--- src/rtl/x86d_pkg.sv ---
// ----------------------------------------------------------------------------
// x86d_pkg: shared types and constants of the x86 real-mode decoder
// Phase, status, segment, rep, rel and config codes, the opcode plan type and cls_t.
// ----------------------------------------------------------------------------
`default_nettype none
package x86d_pkg;

  typedef enum logic [2:0] {
    PH_START = 3'd0,
    PH_OPC   = 3'd1,
    PH_EXT   = 3'd2,
    PH_MODRM = 3'd3,
    PH_DISP  = 3'd4,
    PH_IMM   = 3'd5
  } phase_t;

  localparam logic [2:0] ST_OK    = 3'd0;
  localparam logic [2:0] ST_BADOP = 3'd1;
  localparam logic [2:0] ST_BADREP = 3'd2;
  localparam logic [2:0] ST_FPU   = 3'd3;
  localparam logic [2:0] ST_INT   = 3'd4;
  localparam logic [2:0] ST_FAR   = 3'd5;
  localparam logic [2:0] ST_TRUNC = 3'd6;

  localparam logic [2:0] SEG_NONE = 3'd0;
  localparam logic [2:0] SEG_ES = 3'd1;
  localparam logic [2:0] SEG_CS = 3'd2;
  localparam logic [2:0] SEG_SS = 3'd3;
  localparam logic [2:0] SEG_DS = 3'd4;

  localparam logic [1:0] REP_NONE = 2'd0;
  localparam logic [1:0] REP_NE = 2'd1;
  localparam logic [1:0] REP_E = 2'd2;

  localparam logic [1:0] REL_NONE = 2'd0;
  localparam logic [1:0] REL_8 = 2'd1;
  localparam logic [1:0] REL_16 = 2'd2;

  localparam logic [1:0] CFG_START = 2'd0;
  localparam logic [1:0] CFG_EXTRA = 2'd1;
  localparam logic [1:0] CFG_386 = 2'd2;

  typedef struct packed {
    logic       want_modrm;
    logic [1:0] imm_len;
    logic [1:0] rel;
    logic [1:0] disp_len;
    logic [2:0] mem_seg;
  } plan_t;

  typedef struct packed {
    plan_t      plan;
    logic [2:0] status;
  } cls_t;

endpackage
`default_nettype wire

--- src/rtl/x86d_classify.sv ---
// ----------------------------------------------------------------------------
// x86d_classify: one-byte opcode table
// Gives the plan of trailing parts and the status for a main opcode.
// ----------------------------------------------------------------------------
`default_nettype none
module x86d_classify (
  input  wire logic          extra,
  input  wire logic [7:0]    op,
  output x86d_pkg::cls_t     cls
);

  logic [2:0] xs;

  always_comb begin
    xs = extra ? x86d_pkg::ST_OK : x86d_pkg::ST_BADOP;
    cls = '0;
    if (op < 8'h40) begin
      if (op[2:0] < 3'd4) cls.plan.want_modrm = 1'b1;
      else if (op[2:0] == 3'd4) cls.plan.imm_len = 2'd1;
      else if (op[2:0] == 3'd5) cls.plan.imm_len = 2'd2;
      else if (op[2:0] == 3'd7 && op >= 8'h20) cls.status = xs;
    end else if (op < 8'h60) begin
      cls.status = x86d_pkg::ST_OK;
    end else if (op <= 8'h61) begin
      cls.status = xs;
    end else if (op <= 8'h67) begin
      cls.status = x86d_pkg::ST_BADOP;
    end else if (op <= 8'h6F) begin
      priority case (op)
        8'h68: cls.plan.imm_len = 2'd2;
        8'h69: begin cls.plan.want_modrm = 1'b1; cls.plan.imm_len = 2'd2; end
        8'h6A: cls.plan.imm_len = 2'd1;
        8'h6B: begin cls.plan.want_modrm = 1'b1; cls.plan.imm_len = 2'd1; end
        default: begin cls.plan.mem_seg = x86d_pkg::SEG_DS; cls.status = xs; end
      endcase
    end else if (op <= 8'h7F) begin
      cls.plan.rel = x86d_pkg::REL_8;
    end else if (op <= 8'h87) begin
      cls.plan.want_modrm = 1'b1;
      if (op == 8'h81) cls.plan.imm_len = 2'd2;
      else if (op <= 8'h83) cls.plan.imm_len = 2'd1;
      else cls.status = xs;
    end else if (op <= 8'h8F) begin
      cls.plan.want_modrm = 1'b1;
    end else if (op <= 8'h99) begin
      cls.status = x86d_pkg::ST_OK;
    end else if (op == 8'h9A) begin
      cls.status = x86d_pkg::ST_FAR;
    end else if (op == 8'h9B) begin
      cls.status = x86d_pkg::ST_FPU;
    end else if (op <= 8'h9F) begin
      cls.status = xs;
    end else if (op <= 8'hA3) begin
      cls.plan.disp_len = 2'd2;
      cls.plan.mem_seg = x86d_pkg::SEG_DS;
    end else if (op <= 8'hA7) begin
      cls.plan.mem_seg = x86d_pkg::SEG_DS;
      cls.status = (extra || op <= 8'hA5) ? x86d_pkg::ST_OK : x86d_pkg::ST_BADOP;
    end else if (op == 8'hA8) begin
      cls.plan.imm_len = 2'd1; cls.status = xs;
    end else if (op == 8'hA9) begin
      cls.plan.imm_len = 2'd2; cls.status = xs;
    end else if (op <= 8'hAF) begin
      cls.plan.mem_seg = x86d_pkg::SEG_DS;
      cls.status = (extra || op <= 8'hAD) ? x86d_pkg::ST_OK : x86d_pkg::ST_BADOP;
    end else if (op <= 8'hB7) begin
      cls.plan.imm_len = 2'd1;
    end else if (op <= 8'hBF) begin
      cls.plan.imm_len = 2'd2;
    end else begin
      unique case (op)
        8'hC0, 8'hC1, 8'hC6: begin
          cls.plan.want_modrm = 1'b1; cls.plan.imm_len = 2'd1;
        end
        8'hC7: begin cls.plan.want_modrm = 1'b1; cls.plan.imm_len = 2'd2; end
        8'hC2, 8'hCA: cls.plan.imm_len = 2'd2;
        8'hC3, 8'hC9, 8'hCB, 8'hFC, 8'hFD: cls.status = x86d_pkg::ST_OK;
        8'hC4, 8'hC5, 8'hD0, 8'hD1, 8'hD2, 8'hD3, 8'hF6, 8'hF7, 8'hFE, 8'hFF:
          cls.plan.want_modrm = 1'b1;
        8'hC8: cls.plan.imm_len = 2'd3;
        8'hCC, 8'hCD, 8'hCE, 8'hCF, 8'hF1: cls.status = x86d_pkg::ST_INT;
        8'hD4, 8'hD5: begin cls.plan.imm_len = 2'd1; cls.status = xs; end
        8'hE0, 8'hE1, 8'hE2: begin cls.plan.rel = x86d_pkg::REL_8; cls.status = xs; end
        8'hE3, 8'hEB: cls.plan.rel = x86d_pkg::REL_8;
        8'hE4, 8'hE5, 8'hE6, 8'hE7: begin cls.plan.imm_len = 2'd1; cls.status = xs; end
        8'hE8, 8'hE9: cls.plan.rel = x86d_pkg::REL_16;
        8'hEA: cls.status = x86d_pkg::ST_FAR;
        8'hD8, 8'hD9, 8'hDA, 8'hDB, 8'hDC, 8'hDD, 8'hDE, 8'hDF:
          cls.status = x86d_pkg::ST_FPU;
        default: cls.status = xs;
      endcase
    end
  end

endmodule
`default_nettype wire

--- src/rtl/x86_16bit_instruction_decoder.sv ---
// ----------------------------------------------------------------------------
// x86_16bit_instruction_decoder: byte-serial 8086 instruction decoder
// Walks prefixes, opcode, modrm, displacement and immediates one byte a beat.
// ----------------------------------------------------------------------------
// the record of an instruction is registered and appears in the cycle after its final byte
// throughput: one code byte per cycle while in_stall is low, set by the single-pass phase machine
// the output register refills in the cycle it is taken, so no bubble
// reset: current address and start address 0, phase expects prefix or opcode,
// both enables off, no record pending
`default_nettype none
module x86_16bit_instruction_decoder (
  input  wire logic        clk,
  input  wire logic        rst_n,
  input  wire logic        in_valid,
  output logic             in_stall,
  input  wire logic [7:0]  in_code_byte,
  input  wire logic        in_last_byte,
  output logic             out_valid,
  input  wire logic        out_stall,
  output logic [15:0]      out_insn_addr,
  output logic [7:0]       out_opcode,
  output logic [7:0]       out_ext_opcode,
  output logic [7:0]       out_modrm,
  output logic [2:0]       out_segment,
  output logic [1:0]       out_rep_prefix,
  output logic signed [15:0] out_displacement,
  output logic signed [15:0] out_immediate,
  output logic signed [7:0]  out_immediate_second,
  output logic [15:0]      out_branch_target,
  output logic [2:0]       out_status,
  input  wire logic        cfg_valid,
  output logic             cfg_ready,
  input  wire logic [1:0]  cfg_index,
  input  wire logic [15:0] cfg_data
);

  // configuration
  logic [15:0] start_address_r;
  logic        extra_r, ext386_r;
  logic        cfg_start_wr;

  // decode state
  x86d_pkg::phase_t phase_r, phase_nxt;
  logic [15:0] cur_addr_r, cur_addr_nxt;
  logic [15:0] saddr_r, saddr_nxt;
  logic [7:0]  opc_r, opc_nxt, ext_r, ext_nxt, modrm_r, modrm_nxt;
  logic [2:0]  seg_r, seg_nxt;
  logic [1:0]  rep_r, rep_nxt;
  logic [15:0] disp_r, disp_nxt;
  logic [23:0] imm_r, imm_nxt;
  logic [2:0]  left_r, left_nxt;
  x86d_pkg::plan_t plan_r, plan_nxt;

  // record register
  logic        ov_r, ov_nxt;
  logic [15:0] o_addr_r, o_disp_r, o_imm_r, o_tgt_r;
  logic [7:0]  o_opc_r, o_ext_r, o_modrm_r, o_imm2_r;
  logic [2:0]  o_seg_r, o_st_r;
  logic [1:0]  o_rep_r;

  x86d_pkg::cls_t cls;
  logic        acc;
  logic        emit;
  logic [2:0]  st;
  logic [15:0] next_a;

  // stall only when a record is waiting and not taken this cycle
  assign in_stall = ov_r && out_stall;
  assign acc = in_valid && !in_stall;
  assign cfg_ready = 1'b1;
  assign cfg_start_wr = cfg_valid && (cfg_index == x86d_pkg::CFG_START);

  // a new record wins over the one leaving in the same cycle
  assign ov_nxt = (acc && emit) ? 1'b1 : (ov_r && !out_stall) ? 1'b0 : ov_r;

  x86d_classify u_cls (.extra(extra_r), .op(in_code_byte), .cls(cls));

  always_comb begin
    logic [7:0]  b;
    logic [2:0]  reg_f;
    logic [1:0]  idx;
    logic [2:0]  n;
    logic        done;
    b = in_code_byte;
    reg_f = b[5:3];
    phase_nxt = phase_r;
    saddr_nxt = saddr_r; opc_nxt = opc_r; ext_nxt = ext_r; modrm_nxt = modrm_r;
    seg_nxt = seg_r; rep_nxt = rep_r; disp_nxt = disp_r; imm_nxt = imm_r;
    left_nxt = left_r; plan_nxt = plan_r;
    emit = 1'b0; st = x86d_pkg::ST_OK; done = 1'b0; idx = 2'd0; n = 3'd0;
    next_a = cur_addr_r + 16'd1;
    if (phase_r == x86d_pkg::PH_START) begin
      saddr_nxt = cur_addr_r; opc_nxt = '0; ext_nxt = '0; modrm_nxt = '0;
      seg_nxt = x86d_pkg::SEG_NONE; rep_nxt = x86d_pkg::REP_NONE;
      disp_nxt = '0; imm_nxt = '0; left_nxt = '0; plan_nxt = '0;
    end
    unique case (phase_r)
      x86d_pkg::PH_START, x86d_pkg::PH_OPC: begin
        phase_nxt = x86d_pkg::PH_OPC;
        priority if (b == 8'h26) seg_nxt = x86d_pkg::SEG_ES;
        else if (b == 8'h2E) seg_nxt = x86d_pkg::SEG_CS;
        else if (b == 8'h36) seg_nxt = x86d_pkg::SEG_SS;
        else if (b == 8'h3E) seg_nxt = x86d_pkg::SEG_DS;
        else if (b == 8'hF2) rep_nxt = x86d_pkg::REP_NE;
        else if (b == 8'hF3) rep_nxt = x86d_pkg::REP_E;
        else begin
          opc_nxt = b;
          if (rep_nxt != x86d_pkg::REP_NONE &&
              !((b >= 8'h6C && b <= 8'h6F) || (b >= 8'hA4 && b <= 8'hA7) ||
                (b >= 8'hAA && b <= 8'hAF))) begin
            emit = 1'b1; st = x86d_pkg::ST_BADREP;
          end else if (b == 8'h0F) begin
            plan_nxt = '0;
            if (ext386_r) phase_nxt = x86d_pkg::PH_EXT;
            else begin emit = 1'b1; st = x86d_pkg::ST_BADOP; end
          end else begin
            plan_nxt = cls.plan;
            if (cls.status != x86d_pkg::ST_OK) begin
              emit = 1'b1; st = cls.status;
            end else done = 1'b1;
          end
        end
      end
      x86d_pkg::PH_EXT: begin
        ext_nxt = b;
        if (b[7:4] == 4'h8) begin plan_nxt.rel = x86d_pkg::REL_16; done = 1'b1; end
        else if (b[7:4] == 4'h9) begin plan_nxt.want_modrm = 1'b1; done = 1'b1; end
        else begin emit = 1'b1; st = x86d_pkg::ST_BADOP; end
      end
      x86d_pkg::PH_MODRM: begin
        modrm_nxt = b;
        if ((opc_r == 8'hFE && ext_r == 8'h00 && reg_f > 3'd1) ||
            (opc_r == 8'hFF && reg_f == 3'd7) ||
            ((opc_r == 8'hF6 || opc_r == 8'hF7) && reg_f < 3'd2 && !extra_r)) begin
          emit = 1'b1; st = x86d_pkg::ST_BADOP;
        end else begin
          if ((opc_r == 8'hF6 || opc_r == 8'hF7) && reg_f < 3'd2)
            plan_nxt.imm_len = (opc_r == 8'hF6) ? 2'd1 : 2'd2;
          if (b[7:6] == 2'b11) plan_nxt.disp_len = 2'd0;
          else if (b[7:6] == 2'b00 && b[2:0] == 3'd6) begin
            plan_nxt.disp_len = 2'd2; plan_nxt.mem_seg = x86d_pkg::SEG_DS;
          end else begin
            plan_nxt.mem_seg = (b[2:0] == 3'd2 || b[2:0] == 3'd3 || b[2:0] == 3'd6)
                             ? x86d_pkg::SEG_SS : x86d_pkg::SEG_DS;
            plan_nxt.disp_len = (b[7:6] == 2'b01) ? 2'd1 :
                                (b[7:6] == 2'b10) ? 2'd2 : 2'd0;
          end
          // go straight to displacement if any, else to immediates or emit the record
          if (plan_nxt.disp_len != 2'd0) begin
            phase_nxt = x86d_pkg::PH_DISP; left_nxt = {1'b0, plan_nxt.disp_len};
          end else begin
            n = {1'b0, plan_nxt.imm_len} + {1'b0, plan_nxt.rel};
            if (n == 3'd0) emit = 1'b1;
            else begin phase_nxt = x86d_pkg::PH_IMM; left_nxt = n; end
          end
        end
      end
      x86d_pkg::PH_DISP: begin
        idx = 2'(({1'b0, plan_r.disp_len} - left_r) & 3'd1);
        if (idx[0]) disp_nxt[15:8] = disp_r[15:8] | b;
        else disp_nxt[7:0] = disp_r[7:0] | b;
        left_nxt = left_r - 3'd1;
        if (left_nxt == 3'd0) begin
          n = {1'b0, plan_r.imm_len} + {1'b0, plan_r.rel};
          if (n == 3'd0) emit = 1'b1;
          else begin phase_nxt = x86d_pkg::PH_IMM; left_nxt = n; end
        end
      end
      x86d_pkg::PH_IMM: begin
        n = ({1'b0, plan_r.imm_len} + {1'b0, plan_r.rel}) - left_r;
        idx = (n > 3'd2) ? 2'd2 : n[1:0];
        unique case (idx)
          2'd0: imm_nxt[7:0] = imm_r[7:0] | b;
          2'd1: imm_nxt[15:8] = imm_r[15:8] | b;
          default: imm_nxt[23:16] = imm_r[23:16] | b;
        endcase
        left_nxt = left_r - 3'd1;
        if (left_nxt == 3'd0) emit = 1'b1;
      end
      default: begin
        emit = 1'b1; st = x86d_pkg::ST_BADOP;
      end
    endcase
    // plan entry after opcode or 0F xx
    if (done) begin
      if (plan_nxt.want_modrm) phase_nxt = x86d_pkg::PH_MODRM;
      else if (plan_nxt.disp_len != 2'd0) begin
        phase_nxt = x86d_pkg::PH_DISP; left_nxt = {1'b0, plan_nxt.disp_len};
      end else begin
        n = {1'b0, plan_nxt.imm_len} + {1'b0, plan_nxt.rel};
        if (n == 3'd0) emit = 1'b1;
        else begin phase_nxt = x86d_pkg::PH_IMM; left_nxt = n; end
      end
    end
    if (!emit && in_last_byte) begin emit = 1'b1; st = x86d_pkg::ST_TRUNC; end
    if (emit) phase_nxt = x86d_pkg::PH_START;
    cur_addr_nxt = in_last_byte ? start_address_r : next_a;
    if (in_last_byte) phase_nxt = x86d_pkg::PH_START;
  end

  // record fields from the updated state
  logic [2:0]  r_seg;
  logic [15:0] r_disp, r_imm, r_tgt;
  logic [7:0]  r_imm2;
  always_comb begin
    r_seg = seg_nxt; r_disp = '0; r_imm = '0; r_tgt = '0; r_imm2 = '0;
    if (st == x86d_pkg::ST_OK) begin
      if (r_seg == x86d_pkg::SEG_NONE) r_seg = plan_nxt.mem_seg;
      if (plan_nxt.disp_len == 2'd1) r_disp = {{8{disp_nxt[7]}}, disp_nxt[7:0]};
      else if (plan_nxt.disp_len == 2'd2) r_disp = disp_nxt;
      if (plan_nxt.rel == x86d_pkg::REL_8)
        r_tgt = next_a + {{8{imm_nxt[7]}}, imm_nxt[7:0]};
      else if (plan_nxt.rel == x86d_pkg::REL_16) r_tgt = next_a + imm_nxt[15:0];
      else if (plan_nxt.imm_len == 2'd1) r_imm = {{8{imm_nxt[7]}}, imm_nxt[7:0]};
      else if (plan_nxt.imm_len >= 2'd2) r_imm = imm_nxt[15:0];
      if (plan_nxt.imm_len == 2'd3) r_imm2 = imm_nxt[23:16];
    end
  end

  always_ff @(posedge clk) begin
    if (!rst_n) begin
      start_address_r <= '0; extra_r <= 1'b0; ext386_r <= 1'b0;
      cur_addr_r <= '0; phase_r <= x86d_pkg::PH_START; ov_r <= 1'b0;
      saddr_r <= '0; opc_r <= '0; ext_r <= '0; modrm_r <= '0;
      seg_r <= '0; rep_r <= '0; disp_r <= '0; imm_r <= '0; left_r <= '0;
      plan_r <= '0;
    end else begin
      ov_r <= ov_nxt;
      if (acc) begin
        // a start address write takes over address and phase
        if (!cfg_start_wr) begin
          phase_r <= phase_nxt; cur_addr_r <= cur_addr_nxt;
        end
        saddr_r <= saddr_nxt; opc_r <= opc_nxt; ext_r <= ext_nxt;
        modrm_r <= modrm_nxt; seg_r <= seg_nxt; rep_r <= rep_nxt;
        disp_r <= disp_nxt; imm_r <= imm_nxt; left_r <= left_nxt;
        plan_r <= plan_nxt;
      end
      if (cfg_valid) begin
        unique case (cfg_index)
          x86d_pkg::CFG_START: begin
            start_address_r <= cfg_data;
            cur_addr_r <= cfg_data;
            phase_r <= x86d_pkg::PH_START;
          end
          x86d_pkg::CFG_EXTRA: extra_r <= cfg_data[0];
          x86d_pkg::CFG_386: ext386_r <= cfg_data[0];
          default: ;
        endcase
      end
    end
  end

  // record payload, loaded when a beat produces a record
  always_ff @(posedge clk) begin
    if (acc && emit) begin
      o_addr_r <= saddr_nxt; o_opc_r <= opc_nxt; o_ext_r <= ext_nxt;
      o_modrm_r <= modrm_nxt; o_seg_r <= r_seg; o_rep_r <= rep_nxt;
      o_disp_r <= r_disp; o_imm_r <= r_imm; o_imm2_r <= r_imm2;
      o_tgt_r <= r_tgt; o_st_r <= st;
    end
  end

  assign out_valid = ov_r;
  assign out_insn_addr = o_addr_r;
  assign out_opcode = o_opc_r;
  assign out_ext_opcode = o_ext_r;
  assign out_modrm = o_modrm_r;
  assign out_segment = o_seg_r;
  assign out_rep_prefix = o_rep_r;
  assign out_displacement = o_disp_r;
  assign out_immediate = o_imm_r;
  assign out_immediate_second = o_imm2_r;
  assign out_branch_target = o_tgt_r;
  assign out_status = o_st_r;

  // a stalled record is never overwritten
  a_no_overwrite: assert property (@(posedge clk) disable iff (!rst_n)
    (ov_r && out_stall) |-> !acc) else $error("record overwritten");
  // a last byte always yields a record
  a_last_emits: assert property (@(posedge clk) disable iff (!rst_n)
    (acc && in_last_byte) |=> ov_r) else $error("last byte without record");
  // last byte returns phase to start
  a_last_phase: assert property (@(posedge clk) disable iff (!rst_n)
    (acc && in_last_byte && !cfg_valid) |=> phase_r == x86d_pkg::PH_START)
    else $error("phase not reset after last byte");

endmodule
`default_nettype wire
--- config.mk ---
export PLATFORM = sky130hd
export DESIGN_NAME = x86_16bit_instruction_decoder
export DESIGN_NICKNAME = d
export VERILOG_FILES = /design/src/rtl/x86d_pkg.sv /design/src/rtl/x86d_classify.sv /design/src/rtl/x86_16bit_instruction_decoder.sv
export SDC_FILE = /design/constraint.sdc
export NUM_CORES = 1
export LEC_CHECK = 0
export ABC_AREA = 0
export BUFFER_PORTS_ARGS = -buffer_cell sky130_fd_sc_hd__clkbuf_2
export CAP_MARGIN = 30
export CORE_MARGIN = 2
export CORE_UTILIZATION = 29
export CTS_CLUSTER_DIAMETER = 40
export DETAILED_ROUTE_END_ITERATION = 12
export GPL_TIMING_DRIVEN = 0
export PLACE_DENSITY_LB_ADDON = 0.12
export SLEW_MARGIN = 40
export SYNTH_ARGS = -nofsm -noshare
export SYNTH_HDL_FRONTEND = slang
export SYNTH_SLANG_ARGS = --single-unit
--- constraint.sdc ---
create_clock -name clk -period 9.8 [get_ports clk]
set_input_delay 1.96 -clock clk [delete_from_list [all_inputs] [get_ports clk]]
set_output_delay 1.96 -clock clk [all_outputs]
set_load 0.005 [all_outputs]
==> flow_summary_export.csv <==
group,metric,value,unit
run_status,status,"completed",
global_route,grt_pass1_wl,75.9,mm
setup_path,path_cells,"clkbuf_2 > clkbuf_1 > buf_2 > buf_1 > nor2_1 > o32a_1 > o22ai_1 > o2bb2ai_1 > nor2_1 > nor4_2 > clkbuf_1 > fa_1 > nor3_1 > nor3b_1 > nand3_1 > o211ai_2 > nand4b_2 > buf_6 > o41ai_1",
detailed_routing,dr.pass1.iters,6,
clock_network,htree_num_levels,2,
detailed_routing,highest_layer,"met4",
timing,maxSlewViolCount,0,
clock_network,cts_resized,0,
timing,hold_viol_final,0,
detailed_routing,met3_length,2.78,mm
global_route,track_usage,0.213,
synth,synth_flop_cell,"dfxtp_1",
power,peakVddDrop,0.114,mV
setup_path,worstPathRequired,10.10,ns
floorplan,pin_count,139,
synth,async_reset_ff_frac,0,
floorplan,die_w,217,µm
timing,fmax,0.129,GHz
placed_design,globalplace.congestion,0.923,
finish,areaGrowthSynthToFinish,23.8,%
detailed_routing,met1Wirelength,22.8,mm
synth,synthTopCellsByArea,"edfxtp_1, dfxtp_1, nand2_1",
timing,rsz0062_at_grt,"false",
timing,clock_skew,0.0267,ns
placed_design,dp_cells,2328,
floorplan,row_count,78,
placed_design,portBuffers,135,
timing,post-route-period-util,0.788,
synth,syn_nets,1650,
detailed_routing,viasPerCell,5.30,
floorplan,chipHeight,217,µm
power,finalPower,3.11,mW
clock_network,cts_tree,"built",
synth,yosys_warnings,0,
detailed_routing,wl_per_cell,21.1,µm
power,p_leak,6.01,nW
global_route,grt_max_degree,21,
global_route,grt_overflow,0,
detailed_routing,route.detailed.drc,0,
floorplan,placeableCoreArea,45100,µm²
min_path,hp-class,"reg -> reg",
timing,timing.final.crit_period,7.72,ns
finish,diodes,0,
setup_path,critPathKind,"in -> reg",
timing,setup_viol,0,
setup_path,arrival,8.03,ns
global_route,grt_pass1_vias,12195,
power,powerDensity,191,nW/µm²
floorplan,initial_utilization,0.292,
setup_path,endpoint_kind,"flip-flop",
synth,synth_common_cells,"nand2_1, a21oi_1, nor2_1, dfxtp_1, edfxtp_1",
clock_network,clock_latency,0.58,ns
clock_network,cts.sinks,240,
global_route,grt_antenna_before_repair,0,
detailed_routing,drtIter0Drc,1020,
finish,nNetsFinal,1839,
setup_path,critPathLaunchType,"input port",
detailed_routing,vias,12753,
setup_path,crit_fanout,10,
synth,synth_top_cell_by_area,"edfxtp_1",
finish,fill_cells,4778,
clock_network,clockBufferDepth,3,
synth,synth-edff-count,104,
timing,fin_ws,2.08,ns
placed_design,hpwlAfterDp,37.7,mm
clock_network,cts-root-buf,"clkbuf_16",
clock_network,cts_hold_buffers,0,
timing,relSlewSlack,0.419,
finish,fin_util,0.362,
setup_path,crit_slowest_cell,"nor4_2",
setup_path,critical_path_buf_inv_count,6,
timing,tightest_slew,0.865,ns
detailed_routing,drt_wl_total,50.7,mm
finish,finalNonFillerCells,2408,
setup_path,max_stage_delay,0.66,ns
run,maxCapViolations,0,
setup_path,worst_path_dominant_cell_family,"simple AND/OR/NAND/NOR gates",
synth,synthCells,1584,
placed_design,pre_cts_ws,1.72,ns
synth,synth.ff_latch_count,240,
detailed_routing,drtAntennaViolNets,0,
synth,seq_area_frac_synth,0.444,
timing,hold_slack,0.453,ns
detailed_routing,wl_met2,23.7,mm
clock_network,cts_buffers,43,
finish,regArea,5850,µm²
synth,synth_area,13200,µm²
finish,multiInputGateArea,6800,µm²
clock_network,clkTransAtPathRegs,0.05,ns
floorplan,dieArea,47100,µm²
synth,synth_top_cell_area_share,0.237,
synth,synth_area_per_cell,8.31,µm²
synth,ys_types,86,
synth,synth_most_common_cell,"nand2_1",
clock_network,cts_setup_buffers,0,
finish,drive_above_1_share,0.150,
## layout make-up
type / count / area share
clock inverters: 30 / 0.0220
repair buffers: 144 / 0.0530
plain buffers: 114 / 0.0289
flip-flops and latches: 240 / 0.359
multi-input cells: 1201 / 0.417
well taps: 600 / 0.0461
clock buffers: 50 / 0.0676
inverters: 29 / 0.00668
## registers in the layout, summed over array words and instances (netlist names), 3 cells and up
register	count
imm_r	24
cur_addr_r	16
disp_r	16
out_branch_target	16
out_displacement	16
out_immediate	16
out_insn_addr	16
saddr_r	16
start_address_r	16
plan_r	10
ext_r	8
modrm_r	8
opc_r	8
out_ext_opcode	8
out_immediate_second	8
out_modrm	8
out_opcode	8
left_r	3
out_segment	3
out_status	3
phase_r	3
seg_r	3
## through the flow
step	instance area, µm²	setup TNS [ns]
finish	16300	0
global route	16300	0
CTS	16300	0
detailed placement	14800	0
global placement	14600	-215.83
floorplan	13200	0
## path summary, 6_finish.rpt
check | start | end | slack (ns) | cells past startpoint
setup / recovery | in_code_byte[1] | out_segment[1] | 2.08 | 19
hold / removal | modrm_r[1] | modrm_r[1] | 0.45 | 2
setup reg to reg | phase_r[2] | out_segment[1] | 3.41 | 15
hold reg to reg | modrm_r[1] | modrm_r[1] | 0.45 | 2
## worst reg2reg max path, cell delays in order, from the launching register on
cell	delay [ns]
dfxtp_1	0.38
or3_1	0.53
o21ai_0	0.26
a311o_1	0.39
a31oi_1	0.20
o21a_1	0.22
nor4_2	0.77
clkbuf_1	0.49
fa_1	0.53
nor3_1	0.34
nor3b_1	0.33
nand3_1	0.18
o211ai_2	0.33
nand4b_2	0.34
buf_6	0.27
o41ai_1	0.60
## metal layers
metal,GRT usage,vias up
li1,-,6104
met1,0.286,6138
met2,0.350,434
met3,0.0287,77
met4,0.0733,0
met5,0,-
## power by group
| group | internal [mW] | total (mW) | switching [mW] |
|---|---|---|---|
| clock | 0.954 | 1.52 | 0.566 |
| sequential | 1.11 | 1.14 | 0.0288 |
| combinational | 0.139 | 0.450 | 0.311 |
| total | 2.20 | 3.11 | 0.906 |
## layout by cell type (no fill, tap or decap), types with 27 or more instances in the layout
cell and instances:
nor3_1 50, edfxtp_1 104, inv_1 27, clkbuf_2 138, o21ai_0 61, clkbuf_16 43
clkbuf_1 81, ha_1 29, a21oi_1 212, nand3_1 39, nand2_1 321, nor2_1 140
dfxtp_1 136
## logic make-up after synthesis
group                    share of synthesized area
flip-flops                                   0.444
XOR/XNOR                                    0.0290
adder cells (fa/ha/maj)                     0.0352
AND/OR/NAND/NOR                              0.241
buffers and inverters                       0.0436
AO/OA/AOI/OAI                                0.197
other                                     0.000285
multiplexers                               0.00988
No activity file was read; power rests on OpenSTA's default activity.
